### src/rtl/rdps_pkg.sv
// ----------------------------------------------------------------------------
// rdps_pkg: shared types and constants of the RC DAC pulse-width servo
// Holds the register map, the queue entry format and the bit-length helper.
// ----------------------------------------------------------------------------
package rdps_pkg;

   // Register map of the CSR write channel
   localparam int CsrIndexW = 3;
   localparam int CsrDataW  = 32;
   localparam logic [CsrIndexW-1:0] CSR_DEADBAND         = 3'd0;
   localparam logic [CsrIndexW-1:0] CSR_RAIL_MARGIN      = 3'd1;
   localparam logic [CsrIndexW-1:0] CSR_MAX_CHARGE_US    = 3'd2;
   localparam logic [CsrIndexW-1:0] CSR_MAX_DISCHARGE_US = 3'd3;
   localparam logic [CsrIndexW-1:0] CSR_TAU_CHARGE_NS    = 3'd4;
   localparam logic [CsrIndexW-1:0] CSR_TAU_DISCHARGE_NS = 3'd5;
   localparam logic [CsrIndexW-1:0] CSR_RATIO_FLOOR      = 3'd6;

   // Pulse kind decided by the front end
   localparam logic [1:0] KIND_NONE      = 2'd0;
   localparam logic [1:0] KIND_CHARGE    = 2'd1;
   localparam logic [1:0] KIND_DISCHARGE = 2'd2;

   // Full-scale level of the Q0.16 rail
   localparam logic [15:0] RAIL = 16'hFFFF;

   // Quotient bits of the ratio divider
   localparam int DivSteps = 16;

   // ln(2) in Q0.32
   localparam logic [31:0] LN2_Q32 = 32'd2977044472;

   // Reciprocal of 1000 scaled by 2^36, exact floor for dividends below 2^26
   localparam logic [26:0] RECIP_1000 = 27'd68719477;

   typedef struct packed {
      logic [15:0] deadband;
      logic [15:0] rail_margin;
      logic [15:0] max_charge_us;
      logic [15:0] max_discharge_us;
      logic [29:0] tau_charge_ns;
      logic [29:0] tau_discharge_ns;
      logic [15:0] ratio_floor;
   } cfg_type;

   typedef struct packed {
      logic [15:0]        sample_level;
      logic signed [16:0] level_error;
      logic [1:0]         kind;
      logic [15:0]        num;
      logic [15:0]        den;
   } entry_type;

   // Number of significant bits of a 16-bit value
   function automatic logic [4:0] bit_length(input logic [15:0] r);
      logic [4:0] b;
      b = 5'd0;
      for (int i = 0; i < 16; i++) begin
         if (r[i]) begin
            b = 5'(i + 1);
         end
      end
      return b;
   endfunction

endpackage

### src/rtl/rdps_if.sv
// ----------------------------------------------------------------------------
// rdps_if: valid/ready channels of the RC DAC pulse-width servo
// Request, response and CSR write channels, each with source and sink views.
// ----------------------------------------------------------------------------
interface rdps_req_if #(parameter int ADC_BITS = 10);
   logic                valid;
   logic                ready;
   logic [15:0]         target_level;
   logic [ADC_BITS-1:0] adc_sample;
   modport source (output valid, target_level, adc_sample, input ready);
   modport sink (input valid, target_level, adc_sample, output ready);
endinterface


### src/rtl/rdps_front.sv
// ----------------------------------------------------------------------------
// rdps_front: sample conversion and pulse classification
// Scales the ADC code to Q0.16, forms the error, and picks the pulse kind
// together with the numerator and denominator of the log ratio.
// ----------------------------------------------------------------------------
module rdps_front #(
   parameter int ADC_BITS = 10
) (
   input  logic                clock,
   input  logic                reset,
   rdps_req_if.sink            req_if,
   input  rdps_pkg::cfg_type   cfg,
   output logic                push_valid,
   input  logic                push_ready,
   output rdps_pkg::entry_type push_entry
);

   localparam int XW = ADC_BITS + 16;
   localparam int RW = 34 - ADC_BITS;
   localparam logic [63:0] RecipFull = (64'd1 << 32) / ((64'd1 << ADC_BITS) - 64'd1);
   localparam logic [RW-1:0] Recip = RecipFull[RW-1:0];
   localparam logic [XW-1:0] FullX = XW'((64'd1 << ADC_BITS) - 64'd1);

   logic              s1_valid_ff, s1_valid_in;
   logic [15:0]       tgt_ff, tgt_in;
   logic [XW-1:0]     x_ff, x_in;
   logic [15:0]       est_ff, est_in;
   logic [XW+RW-1:0]  prod;

   logic [XW-1:0]      qf, rem;
   logic [15:0]        smp;
   logic signed [16:0] err;
   logic [16:0]        mag;
   logic               act;
   logic [15:0]        top, tc, sc, cnum, cden, td, sd;
   logic               cvalid, dvalid;
   logic [1:0]         kind;

   assign req_if.ready = !s1_valid_ff || push_ready;

   // Scale raw code by 65535 and estimate the quotient by reciprocal
   always_comb begin
      x_in   = {req_if.adc_sample, 16'd0} - XW'(req_if.adc_sample);
      prod   = (XW+RW)'(x_in) * (XW+RW)'(Recip);
      est_in = prod[47:32];
      tgt_in = req_if.target_level;
      if (req_if.valid && req_if.ready) begin
         s1_valid_in = 1'b1;
      end else if (push_ready) begin
         s1_valid_in = 1'b0;
      end else begin
         s1_valid_in = s1_valid_ff;
      end
   end

   always_ff @(posedge clock) begin
      if (reset) begin
         s1_valid_ff <= 1'b0;
      end else begin
         s1_valid_ff <= s1_valid_in;
      end
      if (req_if.valid && req_if.ready) begin
         tgt_ff <= tgt_in;
         x_ff   <= x_in;
         est_ff <= est_in;
      end
   end

   // Correct the estimate, form the error and classify
   always_comb begin
      qf   = {est_ff, {ADC_BITS{1'b0}}} - XW'(est_ff);
      rem  = x_ff - qf;
      smp  = (rem >= FullX) ? est_ff + 16'd1 : est_ff;
      err  = $signed({1'b0, tgt_ff}) - $signed({1'b0, smp});
      mag  = err[16] ? 17'(-err) : 17'(err);
      act  = mag >= {1'b0, cfg.deadband};

      // charge: clamp below the upper rail
      top    = rdps_pkg::RAIL - cfg.rail_margin;
      tc     = (tgt_ff > top) ? top : tgt_ff;
      sc     = (smp > top) ? top : smp;
      cden   = rdps_pkg::RAIL - sc;
      cnum   = rdps_pkg::RAIL - tc;
      cvalid = (cden > cfg.rail_margin) && (cnum != cden);

      // discharge: clamp above the lower rail
      td     = (tgt_ff < cfg.rail_margin) ? cfg.rail_margin : tgt_ff;
      sd     = (smp < cfg.rail_margin) ? cfg.rail_margin : smp;
      dvalid = (tgt_ff < smp) && (sd != 16'd0) && (td != sd);

      if (!act) begin
         kind = rdps_pkg::KIND_NONE;
      end else if (!err[16] && (err != 17'sd0)) begin
         kind = cvalid ? rdps_pkg::KIND_CHARGE : rdps_pkg::KIND_NONE;
      end else begin
         kind = dvalid ? rdps_pkg::KIND_DISCHARGE : rdps_pkg::KIND_NONE;
      end

      push_entry.sample_level = smp;
      push_entry.level_error  = err;
      push_entry.kind         = kind;
      push_entry.num          = (kind == rdps_pkg::KIND_CHARGE) ? cnum : td;
      push_entry.den          = (kind == rdps_pkg::KIND_CHARGE) ? cden : sd;
   end

   assign push_valid = s1_valid_ff;

endmodule

### src/flat_wrapper.sv
// flat-port wrapper written by rule: the top's interface ports become plain ports
module rdps_front_flat 
#(
   parameter int ADC_BITS = 10
)
  (clock, reset, cfg, push_valid, push_ready, push_entry, req_if_valid, req_if_target_level, req_if_adc_sample, req_if_ready);
  rdps_req_if #(.ADC_BITS(ADC_BITS)) req_if_i ();
  input  logic clock;
  input  logic reset;
  input  rdps_pkg::cfg_type cfg;
  output logic push_valid;
  input  logic push_ready;
  output rdps_pkg::entry_type push_entry;
  input wire logic [$bits(req_if_i.valid)-1:0] req_if_valid;
  input wire logic [$bits(req_if_i.target_level)-1:0] req_if_target_level;
  input wire logic [$bits(req_if_i.adc_sample)-1:0] req_if_adc_sample;
  output wire logic [$bits(req_if_i.ready)-1:0] req_if_ready;
  assign req_if_i.valid = req_if_valid;
  assign req_if_i.target_level = req_if_target_level;
  assign req_if_i.adc_sample = req_if_adc_sample;
  assign req_if_ready = req_if_i.ready;
  rdps_front #(.ADC_BITS(ADC_BITS)) u_core (.clock(clock), .reset(reset), .req_if(req_if_i), .cfg(cfg), .push_valid(push_valid), .push_ready(push_ready), .push_entry(push_entry));
endmodule
### config.mk
export PLATFORM = sky130hd
export DESIGN_NAME = rdps_front_flat
export DESIGN_NICKNAME = d
export VERILOG_FILES = /design/src/rtl/rdps_pkg.sv /design/src/rtl/rdps_if.sv /design/src/rtl/rdps_front.sv /design/src/flat_wrapper.sv
export SDC_FILE = /design/constraint.sdc
export NUM_CORES = 1
export LEC_CHECK = 0
export ABC_AREA = 1
export ABC_CLOCK_PERIOD_IN_PS = 11600
export BUFFER_PORTS_ARGS = -buffer_cell sky130_fd_sc_hd__buf_2
export CORE_ASPECT_RATIO = 1.2
export CORE_UTILIZATION = 31
export CTS_CLUSTER_SIZE = 25
export DETAILED_ROUTE_END_ITERATION = 6
export PLACE_DENSITY = 0.59
export SLEW_MARGIN = 30
export SYNTH_ARGS = -nofsm -noshare
export SYNTH_HDL_FRONTEND = slang
export SYNTH_SLANG_ARGS = --single-unit
### constraint.sdc
create_clock -name clock -period 11.6 [get_ports clock]
set_clock_uncertainty 0.05 [all_clocks]
set_input_delay 1.16 -clock clock [delete_from_list [all_inputs] [get_ports clock]]
set_output_delay 1.16 -clock clock [all_outputs]
set_load 0.02 [all_outputs]
; ---- Yosys cells after proc, flatten, opt, wreduce, memory -nomap -nowiden
; Index checks and enable logic that the tools add are counted.
[word_totals]
regBits = 59
inputBits = 170
output_inout_bits = 69
[op_classes]
add_sub_neg = 9
n_mul = 1
order_cmp = 8
eq_ne = 3
muxes = 14
reduce_logical = 11
[ops]
columns = cell, n
row1 = 2-to-1 mux 16 bit, 7
row2 = > comparator 16 bit, 3
row3 = < comparator 16 bit, 3
row4 = "subtractor 16 bit, first input constant", 3
row5 = "multiplier 26 x 21 -> 46 bit, second input constant", 1
row6 = != test 16 bit, 2
row7 = "greater-or-equal comparator 26 x 10 -> 1 bit, second input constant", 1
row8 = subtractor 26 x 10 -> 26 bit, 1
row9 = subtractor 26 x 16 -> 26 bit, 1
row10 = subtractor 26 bit, 1
row11 = greater-or-equal comparator 17 x 16 -> 1 bit, 1
row12 = 2-to-1 mux 17 bit, 1
row13 = negation 17 bit, 1
row14 = nonzero test 17 bit, 1
row15 = subtractor 16 x 16 -> 17 bit, 1
row16 = "adder 16 x 1 -> 16 bit, second input constant", 1
row17 = nonzero test 16 bit, 1
row18 = 2-to-1 mux 2 bit, 3
row19 = logical AND 1 bit, 5
row20 = 2-to-1 mux 1 bit, 3
row21 = "== test 2 x 1 -> 1 bit, second input constant", 1
row22 = logical NOT 1 bit, 2
row23 = nonzero test 2 bit, 1
row24 = logical OR 1 bit, 1

; ---- Depth between registers and ports, before layout
[depth]
ltp_word = 14
depth_mapped = 55
ltp_nobuf = 53

; ---- Worst setup path before layout
; No wires, ideal clock.
[synth_path]
path_kind = register to output
start = register u_core.est_ff[0]
end = output port push_entry[21] (netlist name)
t_arrival_ps = 6669
required_ps = 10390
setup_slack_ps = 3721
stages_incl_launch_ff = 48
n_path_buf = 3
cell_sequence = edfxtp_1 > fa_1 > inv_1 > ha_1 > nand2_1 > inv_1 > nand2_1 > nand2_1 > inv_1 > nand2_1 > nand2_1 > nand3_1 > nand2_1 > nand2_1 > nor2_1 > nand2_2 > nor2_8 > nand3_4 > (+12 left out) > ha_1 > nand2_1 > o21ai_0 > a21oi_1 > o21bai_1 > a21o_1 > a21oi_1 > o21ai_0 > nand4_1 > inv_1 > o21ai_0 > nand2_1 > a211oi_1 > or2_2 > a21oi_4 > buf_2 > nand4_1 > nand2_1
[synth_lines]
columns = element, line
row1 = start: declaration, rdps_front.sv:27  ; logic [15:0] est_ff, est_in;
row2 = start signal: assignment, rdps_front.sv:65  ; est_ff <= est_in;
row3 = end: declaration, flat_wrapper.sv:13  ; output rdps_pkg::entry_type push_entry;

==> results_dict.tcl <==
set metrics [dict create \
    status "finished clean" \
    drc 0 \
    layout-drive-gt1-share_pct 9.31 \
    antenna_cells 0 \
    crit_path_end_kind "output pin" \
    synth_top_family_by_area "simple AND/OR/NAND/NOR gates" \
    final_hold_viol_count 0 \
    synth_compound_gate_area_share_pct 11.1 \
    place_congestion 0.945 \
    r2r_start "u_core.push_valid" \
    antenna_found_initial 0 \
    cts_tree "done" \
    layout_min_cycle_time_ns 10.63 \
    first_pass_iters 7 \
    htree_levels 3 \
    syn_inst 1970 \
    final-max-slew-violation-count 0 \
    yosys_warnings 0 \
    fillers 4515 \
    peakVddDrop_v 0.0000655 \
    max_stage_delay_ns 0.52 \
    postCtsSetupBuffers 0 \
    place_inst 2617 \
    synth_mux_area_share_pct 0 \
    rr_endpoint "u_core.tgt_ff[14]" \
    via_per_inst 4.97 \
    cts_buffer_depth 2 \
    dp_hpwl_mm 35.0 \
    hold_path_class "reg2reg" \
    wirelength_mm 41.2 \
    fin_crit_sh_pct 91.7 \
    root_buffer "clkbuf_16" \
    layout_common_cells "543 x nand2_1, 343 x inv_1, 255 x ha_1" \
    drv_cap 0 \
    fin_setup_tns_ns 0 \
    synth-seq-cells 59 \
    wl_per_cell_um 15.6 \
    ys_seq_area_share_pct 13.7 \
    rows 81 \
    cpMaxStageDelayCell "edfxtp_1" \
    worstPathArrival_ns 9.42 \
    grt_max_degree 59 \
    cts-buffers-inserted 9 \
    ant_nets 0 \
    fin_cells 2633 \
    die-area_um2 42400 \
    ys_types 54 \
    fmax_mhz 94.0 \
    grt_overflow_total 0 \
    required_ns 10.39 \
    clock_latency_ns 0.34 \
    syn_area_um2 12900 \
    vias 13082 \
    tightest_slew_ns 0.892 \
    setup_viol 0 \
    clk_pin_slew_worst_paths_ns 0.06 \
    power_density_nw_per_um2 141 \
    grt_pass1_vias 12677 \
    postCtsHoldBufs 0 \
    reg2reg_depth 2 \
    rsz0062_at_grt "no" \
    synth_nets 2407 \
    grt_first_pass_wirelength_mm 65.3 \
    final_area_um2 14300 \
    coreArea_um2 40800 \
    synth_fa_ha_area_share_pct 26.6 \
    portBuffers 130 \
    area_growth_pct 11.4 \
    synth_xor_area_share_pct 5.31 \
    utilization_pct 35.1 \
    layout_commonest_cell "nand2_1" \
    crit_top_cell "nand2_1" \
    hold_path_end "u_core.push_valid" \
    start_kind "flop" \
    cts_resized 0 \
    track_usage_pct 19.5 \
    chipHeight_um 225 \
    final_nets 2526 \
    drt_iter0_drc 822 \
    p_leak_nw 7.99 \
    r2r_slack_ns 10.00 \
    start_util_pct 31.5 \
    critical_path_peak_fanout 33 \
    placedInstanceArea_um2 14100 \
    worstSetupPathType "reg2out" \
    whs_path_depth 2 \
    syn_area_per_cell_um2 6.54 \
    yosys.area_share.simple_pct 31.7 \
    die_x_um 188 \
    cts_num_sinks 59 \
    hold_start "u_core.push_valid" \
    pin_count 239 \
    slew_headroom_pct 40.1 \
]
-- through the flow --
step           setup slack (ns)  total power (W)  hold WS [ns]
2_1_floorplan              3.72          0.00137         0.655
3_3_place_gp               1.42          0.00176         0.459
3_5_place_dp               1.43          0.00177         0.476
4_1_cts                    1.04          0.00204         0.486
5_1_grt                   0.144          0.00226         0.517
6_report                  0.965          0.00203         0.480
-- sequential cells by signal (all words and copies together) (netlist names) --
name               cells
u_core.x_ff           26
u_core.tgt_ff         16
u_core.est_ff         16
u_core.push_valid      1
-- worst max-delay path by stage --
stage                      from        endpoint  slack [ns]  cells past startpoint
2_1_floorplan  u_core.est_ff[0]  push_entry[21]        3.72                     47
3_5_place_dp   u_core.est_ff[2]  push_entry[16]        1.43                     37
4_1_cts        u_core.est_ff[2]  push_entry[16]        1.04                     43
5_1_grt        u_core.est_ff[2]   push_entry[7]        0.14                     37
3_3_place_gp   u_core.est_ff[5]  push_entry[20]        1.42                     36
6_report       u_core.est_ff[2]  push_entry[22]        0.97                     37
-- synth_stat cells, drive strengths merged --
library cell,n,area (um^2)
nor2,150,602
xor2,63,552
buf,17,128
o31ai,2,15.0
a31oi,5,31.3
o311ai,2,17.5
a21oi,105,537
nand3,99,546
clkinv,3,11.3
nand3b,10,75.1
xnor2,15,131
clkbuf,9,37.5
inv,346,1300
edfxtp,58,1740
fa,12,240
a22oi,1,7.51
and2,3,18.8
o21ai,102,544
nor3b,2,15.0
o221ai,1,8.76
a221oi,2,17.5
nor3,22,110
nor4,16,100
dfxtp,1,20.0
dlymetal6s2s,1,12.5
a21o,4,30.0
a32o,1,10.0
a2111oi,1,8.76
o21bai,8,63.8
or2,4,25.0
o211ai,5,37.5
and3,1,6.26
o21a,3,22.5
nand2,553,2100
o2111ai,1,8.76
a211oi,5,37.5
nand4,78,488
a21boi,4,30.0
ha,255,3190
-- area by class of cell --
| type | instances | area (um^2) | area share [%] |
|---|---|---|---|
| Clock inverter | 6 | 42.5 | 0.296 |
| Timing Repair Buffer | 135 | 688 | 4.80 |
| Inverter | 349 | 1310 | 9.13 |
| Tap cell | 539 | 674 | 4.70 |
| Clock buffer | 10 | 229 | 1.60 |
| Multi-Input combinational cell | 1535 | 9640 | 67.2 |
| Sequential cell | 59 | 1760 | 12.3 |
-- cells by family after synthesis --
group                    Yosys count
AO/OA/AOI/OAI                    252
XOR/XNOR                          78
adder cells (fa/ha/maj)          267
buffers and inverters            376
flip-flops                        59
AND/OR/NAND/NOR                  938
-- critical path: cells and delay by family, from the launching register on --
kind                       cells  cell delay (ns)
DFF                            1             0.52
buffers and inverters          5             0.94
AOI/OAI and AO/OA              5             1.88
adders and majority gates      4             1.27
and+or+nand+nor               23             4.42
-- report_power, final --
group	switching [W]	internal (W)
Clock	0.000106	0.000145
Sequential	0.0000282	0.000260
Combinational	0.000987	0.000502
Total	0.00112	0.000907
-- per-layer routing --
layer	part of all wire [%]	up-vias	GRT usage [%]	wire (um)
li1	-	6711	-	-
met1	42	5899	23.3	17500
met2	48	390	35.0	20000
met3	5.3	82	2.55	2180
met4	3.8	0	7.79	1570
met5	0	-	0	0
Power figures use the tool's default switching activity.
