==> config.mk <==
export PLATFORM = sky130hd
export DESIGN_NAME = rdps_queue
export DESIGN_NICKNAME = d
export VERILOG_FILES = /design/src/rtl/rdps_pkg.sv /design/src/rtl/rdps_queue.sv
export SDC_FILE = /design/constraint.sdc
export NUM_CORES = 1
export LEC_CHECK = 0
export BUFFER_PORTS_ARGS = -buffer_cell sky130_fd_sc_hd__buf_2
export CAP_MARGIN = 20
export CORE_MARGIN = 5
export CORE_UTILIZATION = 40
export CTS_CLUSTER_DIAMETER = 120
export DETAILED_ROUTE_END_ITERATION = 16
export HOLD_SLACK_MARGIN = 0.12
export SYNTH_ARGS = -nofsm -noshare
export SYNTH_HDL_FRONTEND = slang
export SYNTH_SLANG_ARGS = --single-unit
export TNS_END_PERCENT = 50
==> constraint.sdc <==
create_clock -name clock -period 7.1 [get_ports clock]
set_clock_uncertainty 0.15 [all_clocks]
set_input_delay 0.71 -clock clock [delete_from_list [all_inputs] [get_ports clock]]
set_output_delay 0.71 -clock clock [all_outputs]
set_load 0.1 [all_outputs]
==> src/rtl/rdps_pkg.sv <==
// ----------------------------------------------------------------------------
// rdps_pkg: shared types and constants of the RC DAC pulse-width servo
// Holds the register map, the queue entry format and the bit-length helper.
// ----------------------------------------------------------------------------
package rdps_pkg;

   // Register map of the CSR write channel
   localparam int CsrIndexW = 3;
   localparam int CsrDataW  = 32;
   localparam logic [CsrIndexW-1:0] CSR_DEADBAND         = 3'd0;
   localparam logic [CsrIndexW-1:0] CSR_RAIL_MARGIN      = 3'd1;
   localparam logic [CsrIndexW-1:0] CSR_MAX_CHARGE_US    = 3'd2;
   localparam logic [CsrIndexW-1:0] CSR_MAX_DISCHARGE_US = 3'd3;
   localparam logic [CsrIndexW-1:0] CSR_TAU_CHARGE_NS    = 3'd4;
   localparam logic [CsrIndexW-1:0] CSR_TAU_DISCHARGE_NS = 3'd5;
   localparam logic [CsrIndexW-1:0] CSR_RATIO_FLOOR      = 3'd6;

   // Pulse kind decided by the front end
   localparam logic [1:0] KIND_NONE      = 2'd0;
   localparam logic [1:0] KIND_CHARGE    = 2'd1;
   localparam logic [1:0] KIND_DISCHARGE = 2'd2;

   // Full-scale level of the Q0.16 rail
   localparam logic [15:0] RAIL = 16'hFFFF;

   // Quotient bits of the ratio divider
   localparam int DivSteps = 16;

   // ln(2) in Q0.32
   localparam logic [31:0] LN2_Q32 = 32'd2977044472;

   // Reciprocal of 1000 scaled by 2^36, exact floor for dividends below 2^26
   localparam logic [26:0] RECIP_1000 = 27'd68719477;

   typedef struct packed {
      logic [15:0] deadband;
      logic [15:0] rail_margin;
      logic [15:0] max_charge_us;
      logic [15:0] max_discharge_us;
      logic [29:0] tau_charge_ns;
      logic [29:0] tau_discharge_ns;
      logic [15:0] ratio_floor;
   } cfg_type;

   typedef struct packed {
      logic [15:0]        sample_level;
      logic signed [16:0] level_error;
      logic [1:0]         kind;
      logic [15:0]        num;
      logic [15:0]        den;
   } entry_type;

   // Number of significant bits of a 16-bit value
   function automatic logic [4:0] bit_length(input logic [15:0] r);
      logic [4:0] b;
      b = 5'd0;
      for (int i = 0; i < 16; i++) begin
         if (r[i]) begin
            b = 5'(i + 1);
         end
      end
      return b;
   endfunction

endpackage

==> src/rtl/rdps_queue.sv <==
// ----------------------------------------------------------------------------
// rdps_queue: two-entry queue between front and back end
// Decouples classification from the multi-cycle pulse computation.
// ----------------------------------------------------------------------------
module rdps_queue (
   input  logic                clock,
   input  logic                reset,
   input  logic                push_valid,
   output logic                push_ready,
   input  rdps_pkg::entry_type push_entry,
   output logic                pop_valid,
   input  logic                pop_ready,
   output rdps_pkg::entry_type pop_entry
);

   rdps_pkg::entry_type mem_ff [2];
   logic       wr_ptr_ff, wr_ptr_in;
   logic       rd_ptr_ff, rd_ptr_in;
   logic [1:0] count_ff, count_in;
   logic       do_push, do_pop;

   assign push_ready = count_ff != 2'd2;
   assign pop_valid  = count_ff != 2'd0;
   assign pop_entry  = mem_ff[rd_ptr_ff];

   // Advance pointers and count on each transfer
   always_comb begin
      do_push   = push_valid && push_ready;
      do_pop    = pop_valid && pop_ready;
      wr_ptr_in = do_push ? !wr_ptr_ff : wr_ptr_ff;
      rd_ptr_in = do_pop ? !rd_ptr_ff : rd_ptr_ff;
      count_in  = count_ff + {1'b0, do_push} - {1'b0, do_pop};
   end

   always_ff @(posedge clock) begin
      if (reset) begin
         wr_ptr_ff <= 1'b0;
         rd_ptr_ff <= 1'b0;
         count_ff  <= 2'd0;
      end else begin
         wr_ptr_ff <= wr_ptr_in;
         rd_ptr_ff <= rd_ptr_in;
         count_ff  <= count_in;
      end
      if (do_push) begin
         mem_ff[wr_ptr_ff] <= push_entry;
      end
   end

endmodule

; Word-level counts from Yosys, hierarchy flattened
; Memory sizes are Yosys's and may differ from the RTL's. A register that Yosys moved wholly into a read port is not among the register bits.
; Cells that the tools add are included.
[word_totals]
mem_bits_rw = 134
regBits = 4
elab_cells = 16
mem_count = 1
[mem_list]
columns = memory, words, width, rd, rd_ports_with_merged_regs, wr, line
row1 = mem_ff, 2, 67, 1, 1, 1, rdps_queue.sv:16  ; rdps_pkg::entry_type mem_ff [2];
[classes]
add_sub_neg = 2
n_eq_ne = 1
muxes = 4
reduce_logical = 5
[ops]
columns = op, n
row1 = $mux W1, 4
row2 = $add A2 B1 Y2, 1
row3 = $logic_and A1 B1 Y1, 2
row4 = $logic_not A1 Y1, 2
row5 = $ne A2 B2 Y1 const B, 1
row6 = $reduce_bool A2 Y1, 1
row7 = $sub A2 B1 Y2, 1

; Depth between registers and ports, before layout
; Gate-level depths: netlist of the first run.
[logic_depth]
depth_word = 4
depth_mapped = 6
ltp_nobuf = 6

; Worst setup path after synthesis of the first run
; OpenSTA, ideal clock, no wires.
[synth_timing]
kind = reg-to-reg
start = register count_ff[0]
end = memory mem_ff[1][0] in the netlist's numbering (enable)
slack_ns = 3.535
setup_ns = 0.433
period_less_slack_ns = 3.565
t_arrival_ns = 2.982
path_stages_with_launch = 3
path_cell_list = dfxtp_1 -> nand2b_1 -> and3_1
[synth_via]
elab_chain_len = 4
[synth_rtl]
columns = element, line
row1 = from (decl), rdps_queue.sv:19  ; logic [1:0] count_ff, count_in;
row2 = from (signal assigned), rdps_queue.sv:43  ; count_ff <= count_in;
row3 = $ne A2 B2 Y1, rdps_queue.sv:22  ; assign push_ready = count_ff != 2'd2;
row4 = via push_ready, rdps_queue.sv:9  ; output logic push_ready,
row5 = $logic_and A1 B1 Y1, rdps_queue.sv:28  ; do_push = push_valid && push_ready;
row6 = $mux W1, rdps_queue.sv:45  ; if (do_push) begin
row7 = $mux W1 (not written as such), rdps_queue.sv:46  ; mem_ff[wr_ptr_ff] <= push_entry;
row8 = to (decl), rdps_queue.sv:16
; The timed path passes the listed nets, and every way through them passes these cells.

==> results of run 1 <==
power by group through the flow:
stage / logic [µW] / clock network, µW / registers, µW
after CTS: 1030 / 739 / 1070
after floorplan: 938 / 0 / 1030
after detailed placement: 1030 / 0 / 1080
after global placement: 1030 / 0 / 1080
after global routing: 1050 / 775 / 1070
final: 1020 / 723 / 1060
cell usage in the layout (no fill, tap or decap), types with 2 or more instances in the layout:
master,synthesis,final
buf_2,3,139
edfxtp_1,134,134
mux2_2,37,37
mux2_1,30,30
clkbuf_16,0,17
clkbuf_1,0,6
nor2_1,4,4
dfxtp_1,5,4
clkinv_1,0,3
clkinv_2,0,3
nor2b_1,2,2
o21ai_0,2,2
flip-flops by register name, indices dropped and copies added (netlist names), named ones only:
name,cells
rd_ptr_ff,1
wr_ptr_ff,1
count_ff,2
mem_ff,134
metal layers:
layer | share of wire, % | GRT usage [%] | wire, µm | vias to the layer above
li1 | - | - | - | 1243
met2 | 50 | 20.81 | 4583 | 91
met5 | 0 | 0 | 0 | -
met3 | 8.2 | 5.806 | 752 | 14
met4 | 2.1 | 5.878 | 193 | 0
met1 | 40 | 13.95 | 3661 | 1263
cells by family after synthesis:
| group | synth area share [%] |
|---|---|
| flops | 80.94 |
| mux | 14.81 |
| simple gates | 1.793 |
| buf+inv | 1.179 |
| compound gates | 0.8595 |
| xor+xnor | 0.1719 |
| fa+ha+maj | 0.2455 |
cell type report:
type,count,share of cell area (%)
multi-input combinational,90,14.22
sequential,139,64.10
inverter,1,0.05829
clock inverter,6,0.4080
timing repair buffer,140,10.92
clock buffer,23,6.956
tap,172,3.342
through the flow:
| stage | hold slack (ns) | worst slack, ns |
|---|---|---|
| detailed placement | 0.3474 | 4.470 |
| finish | 0.3402 | 4.117 |
| floorplan | 0.3225 | 3.535 |
| CTS | 0.3176 | 4.010 |
| global route | 0.3215 | 3.979 |
| global placement | 0.3377 | 4.453 |
how the worst min path moves through the flow:
stage,from,to,slack (ns),cells past startpoint
detailed placement,rd_ptr_ff,flip-flop,0.35,2
floorplan,rd_ptr_ff,flip-flop,0.32,2
global placement,rd_ptr_ff,rd_ptr_ff,0.34,2
CTS,push_entry[66],mem_ff[0][66],0.32,1
global route,push_entry[43],mem_ff[1][43],0.32,1
finish,push_entry[22],mem_ff[1][22],0.34,1
cell usage after synthesis:
library cell	instances	area [µm²]
inv_1	1	3.750
and3_1	2	12.51
o21ba_1	1	10.01
a21bo_2	1	10.01
nor4_1	1	6.260
edfxtp_1	134	4024
nor4bb_1	1	10.01
buf_2	3	15.01
a21oi_1	1	5.000
mux2_2	37	416.7
nor2b_1	2	12.51
dfxtp_1	5	100.1
nand2b_1	1	6.260
nor3_2	1	10.01
mux2_1	30	337.8
xor2_1	1	8.760
nand3b_1	1	7.510
o21ai_0	2	10.01
ha_1	1	12.51
or2_2	1	6.260
nor2_1	4	15.01
nand3_1	1	5.000
o31a_1	1	8.760
buf_4	1	7.510
buf_6	3	33.78
==> results.txt, run 1 <==
min cycle time layout - 2.983 ns
unrepaired setup endpoints after global routing - no
Comb pwr share - 36.4%
CP required - 6.24 ns
Hold Vio Cnt, Final - 0
Routed WL per cell - 16.10 µm
critical-path maximum fanout - 67
detailed placement HPWL - 5.695 mm
area of the multi-input gates - 915.9 µm²
initial core utilization - 40.54%
CTS tree - built
final core utilization - 51.24%
Post-Syn Area - 0.005095 mm²
vias in the first global route - 2892
Crit Path Class - flip-flop to primary output
Routed Antenna Nets - 0
gr usage total - 12.65%
number of I/O pins - 140
sequential area share after synthesis - 80.94%
Peak supply drop - 0.2270 mV
DIE AREA - 0.01509 mm²
GP Congestion - 0.6775
Horiz. Die Dim - 122.9 µm
R2R Path End - mem_ff[0][43]
PortBufs - 139
critical-path cell list - mux2_2 -> buf_2
Slew Viols, Final - 0
clk root buf - clkbuf_16
postcts setup bufs - 0
critical path buffer and inverter count - 1
vias per cell - 4.573
power share of the clock group - 25.8%
Synth Register Bits - 139
first-pass GRT wire length - 14.04 mm
sw frac - 42.50%
Largest stage delay, worst path - 0.95 ns
Final period util - 42.01%
relative slew slack - 36.05%
status - completed
Min-Delay Path Class - input pin to flip-flop
final setup fails - 0
final std cells w/o fill - 571
syn_nets - 309
fin area - 0.006440 mm²
grt ovf - 0
Post-CTS Hold Buffers - 0
Iter 0 DRT Violations - 159
post-synthesis cell count - 237
setup tns final - 0 ns
Netlist cell types - 25
f_max - 0.3353 GHz
Max Cap Violations - 0
post-placement cell area - 0.005966 mm²
CP Depth - 2
reg2reg path depth - 4
first-pass detailed-route iteration total - 4
filler cell count - 1073
Num CTS Buffers - 17
total power - 2803 µW
CTS clk-pin slew, worst paths - 0.05 ns
initial antenna violation count - 0
Ant. Diodes - 0
net switching power figure - 1191 µW
layout cells sized above 1 - 50.88%
H-tree levels - 4
Crit path arrival time - 2.12 ns
post-placement cell count - 542
Post-Route WL - 9.191 mm
crit path to - pop_entry[3]
Seq. cell area - 0.004128 mm²
Max Root-Sink Buffers - 2
Top Family by Delay on Critical Path - flip-flops
drt drc - 0
Die Ht - 122.9 µm
largest net degree at the start of global routing - 68
Core Area - 0.01257 mm²
Warnings, synthesis - 0
Reg power frac - 37.9%
Critical Path Sink Type - primary output
R2R setup slack - 5.04 ns
worst skew pair latency - 0.40 ns
NumNets Final - 461
placement row count - 41
Power Density - 435.2 mW/mm²
post_cts resized - 0
area growth from synthesis to layout - 26.40%
CP max-delay cell - dfxtp_4
Leak - 0.002404 µW
clock sinks - 139
Worst-Margin Slew - 0.9592 ns
Pint - 1612 µW
Worst R2R Start - count_ff[0]
Synth Area per Inst - 21.50 µm²
via count - 2611
CP Launch Type - flip-flop
(Power assumes the default switching activity.)
==> run 2: changes to the inputs <==
Settings changed: PLACE_DENSITY from default to 0.66.
Clock period 7.1 ns to 2.74 ns, I/O delays scaled along.
==> run 2 against run 1 <==
Non-clock buffer count is 73 higher. Hold slack worse by 0.21 ns. Via count increased by 12%. First-iteration DRC count fell by 36%. Global-route usage up 1.5 points. Worst setup slack got worse by 3.7 ns. Critical path depth grew 1. Core utilization is 6.9 points higher. Sequential cell count unchanged. Sequential power grew to 2.5 times the previous value. Sequential share of layout area fell by 7.6 points. Register-to-register slack worse by 4.2 ns. Critical path type unchanged.
==> results.txt, run 2 (synthesis results as in run 1) <==
R2R setup slack - 0.85 ns
Worst R2R Start - count_ff[0]
Reg power frac - 34.1%
Critical Path Sink Type - primary output
detailed placement HPWL - 6.190 mm
postcts setup bufs - 0
final setup fails - 0
Iter 0 DRT Violations - 102
CP required - 2.32 ns
net switching power figure - 3148 µW
Max Cap Violations - 0
clk root buf - clkbuf_16
R2R Path End - mem_ff[0][40]
placement row count - 41
filler cell count - 961
status - completed
Hold Vio Cnt, Final - 0
via count - 2912
critical-path maximum fanout - 19
initial core utilization - 40.54%
min cycle time layout - 2.291 ns
total power - 7794 µW
GP Congestion - 0.6857
Routed Antenna Nets - 0
CP Launch Type - flip-flop
most frequent cells in the layout - 139 x buf_2, 134 x edfxtp_1, 69 x dlygate4sd3_1, 37 x mux2_2, 30 x mux2_1
number of cells on the worst hold path - 4
clock sinks - 139
Max Root-Sink Buffers - 2
post-placement cell area - 0.006027 mm²
Pint - 4646 µW
CTS clk-pin slew, worst paths - 0.05 ns
Routed WL per cell - 15.65 µm
worst skew pair latency - 0.41 ns
unrepaired setup endpoints after global routing - no
NumNets Final - 534
Horiz. Die Dim - 122.9 µm
Num CTS Buffers - 17
Worst-Margin Slew - 0.5873 ns
Leak - 0.002770 µW
Comb pwr share - 36.6%
Ant. Diodes - 0
grt ovf - 0
Power Density - 1066 mW/mm²
first-pass GRT wire length - 15.75 mm
initial antenna violation count - 0
Slew Viols, Final - 0
CTS tree - built
PortBufs - 139
Crit Path Class - flip-flop to primary output
Core Area - 0.01257 mm²
Top reg by flops - mem_ff
power share of the clock group - 29.2%
Post-Route WL - 10.13 mm
layout cells sized above 1 - 44.63%
relative slew slack - 60.85%
DIE AREA - 0.01509 mm²
Top Registers - mem_ff x134, count_ff x2
first-pass detailed-route iteration total - 5
number of I/O pins - 140
largest net degree at the start of global routing - 43
commonest non-fill, non-tap cell in the layout - buf_2
area growth from synthesis to layout - 43.44%
drt drc - 0
gr usage total - 14.11%
setup tns final - 0 ns
Die Ht - 122.9 µm
Min-Delay Path Class - input pin to flip-flop
reg2reg path depth - 4
Final period util - 83.62%
vias in the first global route - 3215
vias per cell - 4.501
f_max - 0.4364 GHz
max reg flops - 134
fin area - 0.007308 mm²
Peak supply drop - 0.6750 mV
H-tree levels - 4
Crit path arrival time - 1.87 ns
sw frac - 40.39%
worst hold start - pop_ready
==> run 2: cell count changes in the layout (fill, tap and decap cells not counted), sizes merged <==
cell,previous run,this run
clkinv,6,7
clkinvlp,0,1
inv,1,0
bufinv,0,4
buf,140,144
dlygate4sd3,0,69
clkbuf,23,21
==> run 2: metal layers <==
layer | part of all wire (%) | global-route usage [%] | up-vias
li1 | - | - | 1390
met4 | 1.5 | 6.088 | 0
met3 | 6.1 | 5.023 | 17
met1 | 40 | 15.81 | 1418
met2 | 52 | 24.26 | 87
met5 | 0 | 0 | -
==> run 2: critical path: stages, from the launching register on <==
cell	delay, ns
dfxtp_4	0.46
buf_4	0.32
mux2_2	0.38
buf_2	0.29
==> run 2: power groups by stage <==
stage	logic, µW	registers (µW)	clock network (µW)
floorplan	2440	2670	0
global placement	2790	2700	0
detailed placement	2790	2710	0
CTS	2880	2670	2320
global route	2950	2680	2430
finish	2850	2660	2280
==> run 2: layout make-up <==
class / instances / area (µm²) / area share, %
Clock buffer: 21 / 440.4 / 6.026
Clock inverter: 11 / 150.1 / 2.054
Inverter: 1 / 7.507 / 0.1027
Multi-Input combinational cell: 90 / 918.4 / 12.57
Sequential cell: 139 / 4128 / 56.48
Tap cell: 172 / 215.2 / 2.945
Timing Repair Buffer: 213 / 1449 / 19.83
==> run 2: how the worst max path moves through the flow <==
stage / endpoint / slack, ns / cells after the start
global placement: mem_ff[1][16] / 0.85 / 3
CTS: pop_entry[46] / 0.40 / 3
finish: pop_entry[8] / 0.45 / 3
detailed placement: mem_ff[0][60] / 0.83 / 4
global route: pop_entry[46] / 0.35 / 3
floorplan: mem_ff[0][0] / 0.1 / 3
==> run 2: stage by stage <==
step | hold slack, ns | setup slack, ns | utilization, % | instances
CTS | 0.1230 | 0.4031 | 58.15 | 647
finish | 0.1347 | 0.4487 | 58.15 | 647
floorplan | 0.1931 | 0.09906 | - | 237
global route | 0.1646 | 0.3496 | 58.15 | 647
detailed placement | 0.3151 | 0.8341 | 47.95 | 546
global placement | 0.3122 | 0.8535 | 47.95 | 546
==> run 2: timing repair <==
| item | 4_1_cts | 5_1_grt |
|---|---|---|
| resized for setup | 0 | 0 |
| endpoints found under the hold margin | 139 | 0 |
| hold buffers | 69 | 0 |
==> run 3: changes to the inputs <==
Settings changed: ABC_AREA from default to 1, PLACE_DENSITY 0.66 to default.
Clock period 2.74 ns to 2.22 ns, I/O delays scaled along.
==> run 3 against run 2 <==
Cell area up 2.1%. Via count down 0.65%. Critical endpoint is now pop_entry[5]. Sequential cell count unchanged. Clock-buffer cell count unchanged. Critical path depth unchanged.
==> results.txt, run 3 <==
status - completed
post-synthesis cell count - 244
gr usage total - 13.82%
synth top area cells - edfxtp_1 78%, mux2_4 8.7%, mux2_2 8.0%, dfxtp_1 1.9%, nor2_1 0.65%
Hold Vio Cnt, Final - 0
Synth Register Bits - 139
Worst-Margin Slew - 0.5062 ns
R2R Path End - count_ff[1]
largest area contributor in the netlist - edfxtp_1
NumNets Final - 542
Top Registers - mem_ff x134, count_ff x2
Die Ht - 123.8 µm
clk root buf - clkbuf_16
worst skew pair latency - 0.40 ns
WHS - 0.1439 ns
first-pass detailed-route iteration total - 4
CTS tree - built
clock sinks - 139
Worst R2R Start - count_ff[1]
Post-synth top cells - 134 x edfxtp_1, 37 x mux2_2, 30 x mux2_4
most frequent cell after synthesis - edfxtp_1
Netlist cell types - 15
final std cells w/o fill - 656
min cycle time layout - 2.129 ns
grt ovf - 0
max reg flops - 134
drt drc - 0
final setup fails - 0
post-placement cell count - 554
number of flops mapped to enable cells by yosys - 134
vias per cell - 4.410
syn_nets - 316
CTS clk-pin slew, worst paths - 0.05 ns
vias in the first global route - 3067
largest net degree at the start of global routing - 54
Max Root-Sink Buffers - 2
Slew Viols, Final - 0
via count - 2893
area fraction of the dominant cell type after synthesis - 77.64%
initial antenna violation count - 1
Crit Path Class - flip-flop to primary output
R2R setup slack - 0.42 ns
relative slew slack - 66.49%
CP Launch Type - flip-flop
placement row count - 41
Power Density - 1444 mW/mm²
CP required - 1.85 ns
Max Cap Violations - 0
Num CTS Buffers - 17
commonest non-fill, non-tap cell in the layout - buf_2
Routed Antenna Nets - 0
Routed WL per cell - 15.26 µm
Leak - 0.002895 µW
area growth from synthesis to layout - 43.92%
Critical Path Sink Type - primary output
final core utilization - 58.86%
total power - 10770 µW
reg2reg path depth - 9
Peak supply drop - 0.8357 mV
most frequent cells in the layout - 136 x buf_2, 134 x edfxtp_1, 69 x dlygate4sd3_1, 37 x mux2_2, 30 x mux2_4
f_max - 0.4697 GHz
H-tree levels - 4
Post-Syn Area - 0.005182 mm²
detailed placement HPWL - 6.213 mm
Top reg by flops - mem_ff
sequential area share after synthesis - 79.58%
Crit path arrival time - 1.76 ns
DIE AREA - 0.01533 mm²
initial core utilization - 40.90%
crit path to - pop_entry[5]
GP Congestion - 0.7101
Min-Delay Path Class - input pin to flip-flop
critical-path maximum fanout - 47
ys async rst share - 0%
setup tns final - 0 ns
Final period util - 95.90%
Post-Route WL - 10.01 mm
Iter 0 DRT Violations - 164
first-pass GRT wire length - 15.58 mm
Warnings, synthesis - 0
prevailing post-synth register cell - edfxtp_1
unrepaired setup endpoints after global routing - no
Horiz. Die Dim - 123.8 µm
layout cells sized above 1 - 50.52%
Core Area - 0.01267 mm²
PortBufs - 139
Synth Area per Inst - 21.24 µm²
number of I/O pins - 140
run 3: layer usage:
metal / global-route usage [%] / part of all wire [%]
met5: 0 / 0
met1: 16.93 / 41
met2: 21.53 / 49
met3: 5.813 / 8.4
met4: 5.882 / 1.6
run 3: worst max-delay path, stage by stage, from the launching register on:
cell     delay (ns)
dfxtp_4        0.36
buf_12         0.25
mux2_2         0.38
buf_2          0.29
run 3: cells by family after synthesis:
group / count (synthesis) / share of synthesized area [%]
AOI/OAI and AO/OA: 2 / 0.1932
buffers and inverters: 15 / 1.666
and+or+nand+nor: 19 / 1.424
DFF: 139 / 79.58
xor gates and xnor gates: 1 / 0.1690
muxes: 67 / 16.73
adders and majority gates: 1 / 0.2414
run 3: metrics by stage:
step / worst slack [ns] / instance area (µm²)
floorplan: -0.02676 / 5231
global placement: 0.4758 / 6217
detailed placement: 0.3979 / 6217
CTS: 0.02120 / 7452
global route: 0.02201 / 7458
finish: 0.09092 / 7458
run 3: worst min-delay path by stage:
stage,slack (ns),startpoint,end,cells after the start
floorplan,0.14,reset,count_ff[0],1
global placement,0.26,push_entry[11],mem_ff[1][11],1
detailed placement,0.26,push_entry[53],mem_ff[0][53],1
CTS,0.12,pop_ready,rd_ptr_ff,5
global route,0.17,pop_ready,count_ff[1],5
finish,0.14,pop_ready,rd_ptr_ff,5
run 3: repair_timing:
action,4_1_cts,5_1_grt
resized for setup,0,1
hold endpoints to repair,139,0
hold buffers,69,0
endpoints found under the setup margin,0,1
buffers inserted,0,0
run 3: layout make-up:
class / count / area, µm²
Timing Repair Buffer: 214 / 1518
Antenna cell: 1 / 2.502
Clock buffer: 21 / 440.4
Inverter: 8 / 30.03
Sequential cell: 139 / 4129
Multi-Input combinational cell: 90 / 1020
Clock inverter: 11 / 103.9
Tap cell: 172 / 215.2
Fill cell: 966 / 5213
run 3: report_power, final:
part	total (µW)	internal, µW	leakage [µW]	switching [µW]
Sequential	3440	3330	0.00129	108
Clock	2600	1630	0.000267	975
Combinational	4730	1040	0.00133	3690
Total	10800	6000	0.00289	4770
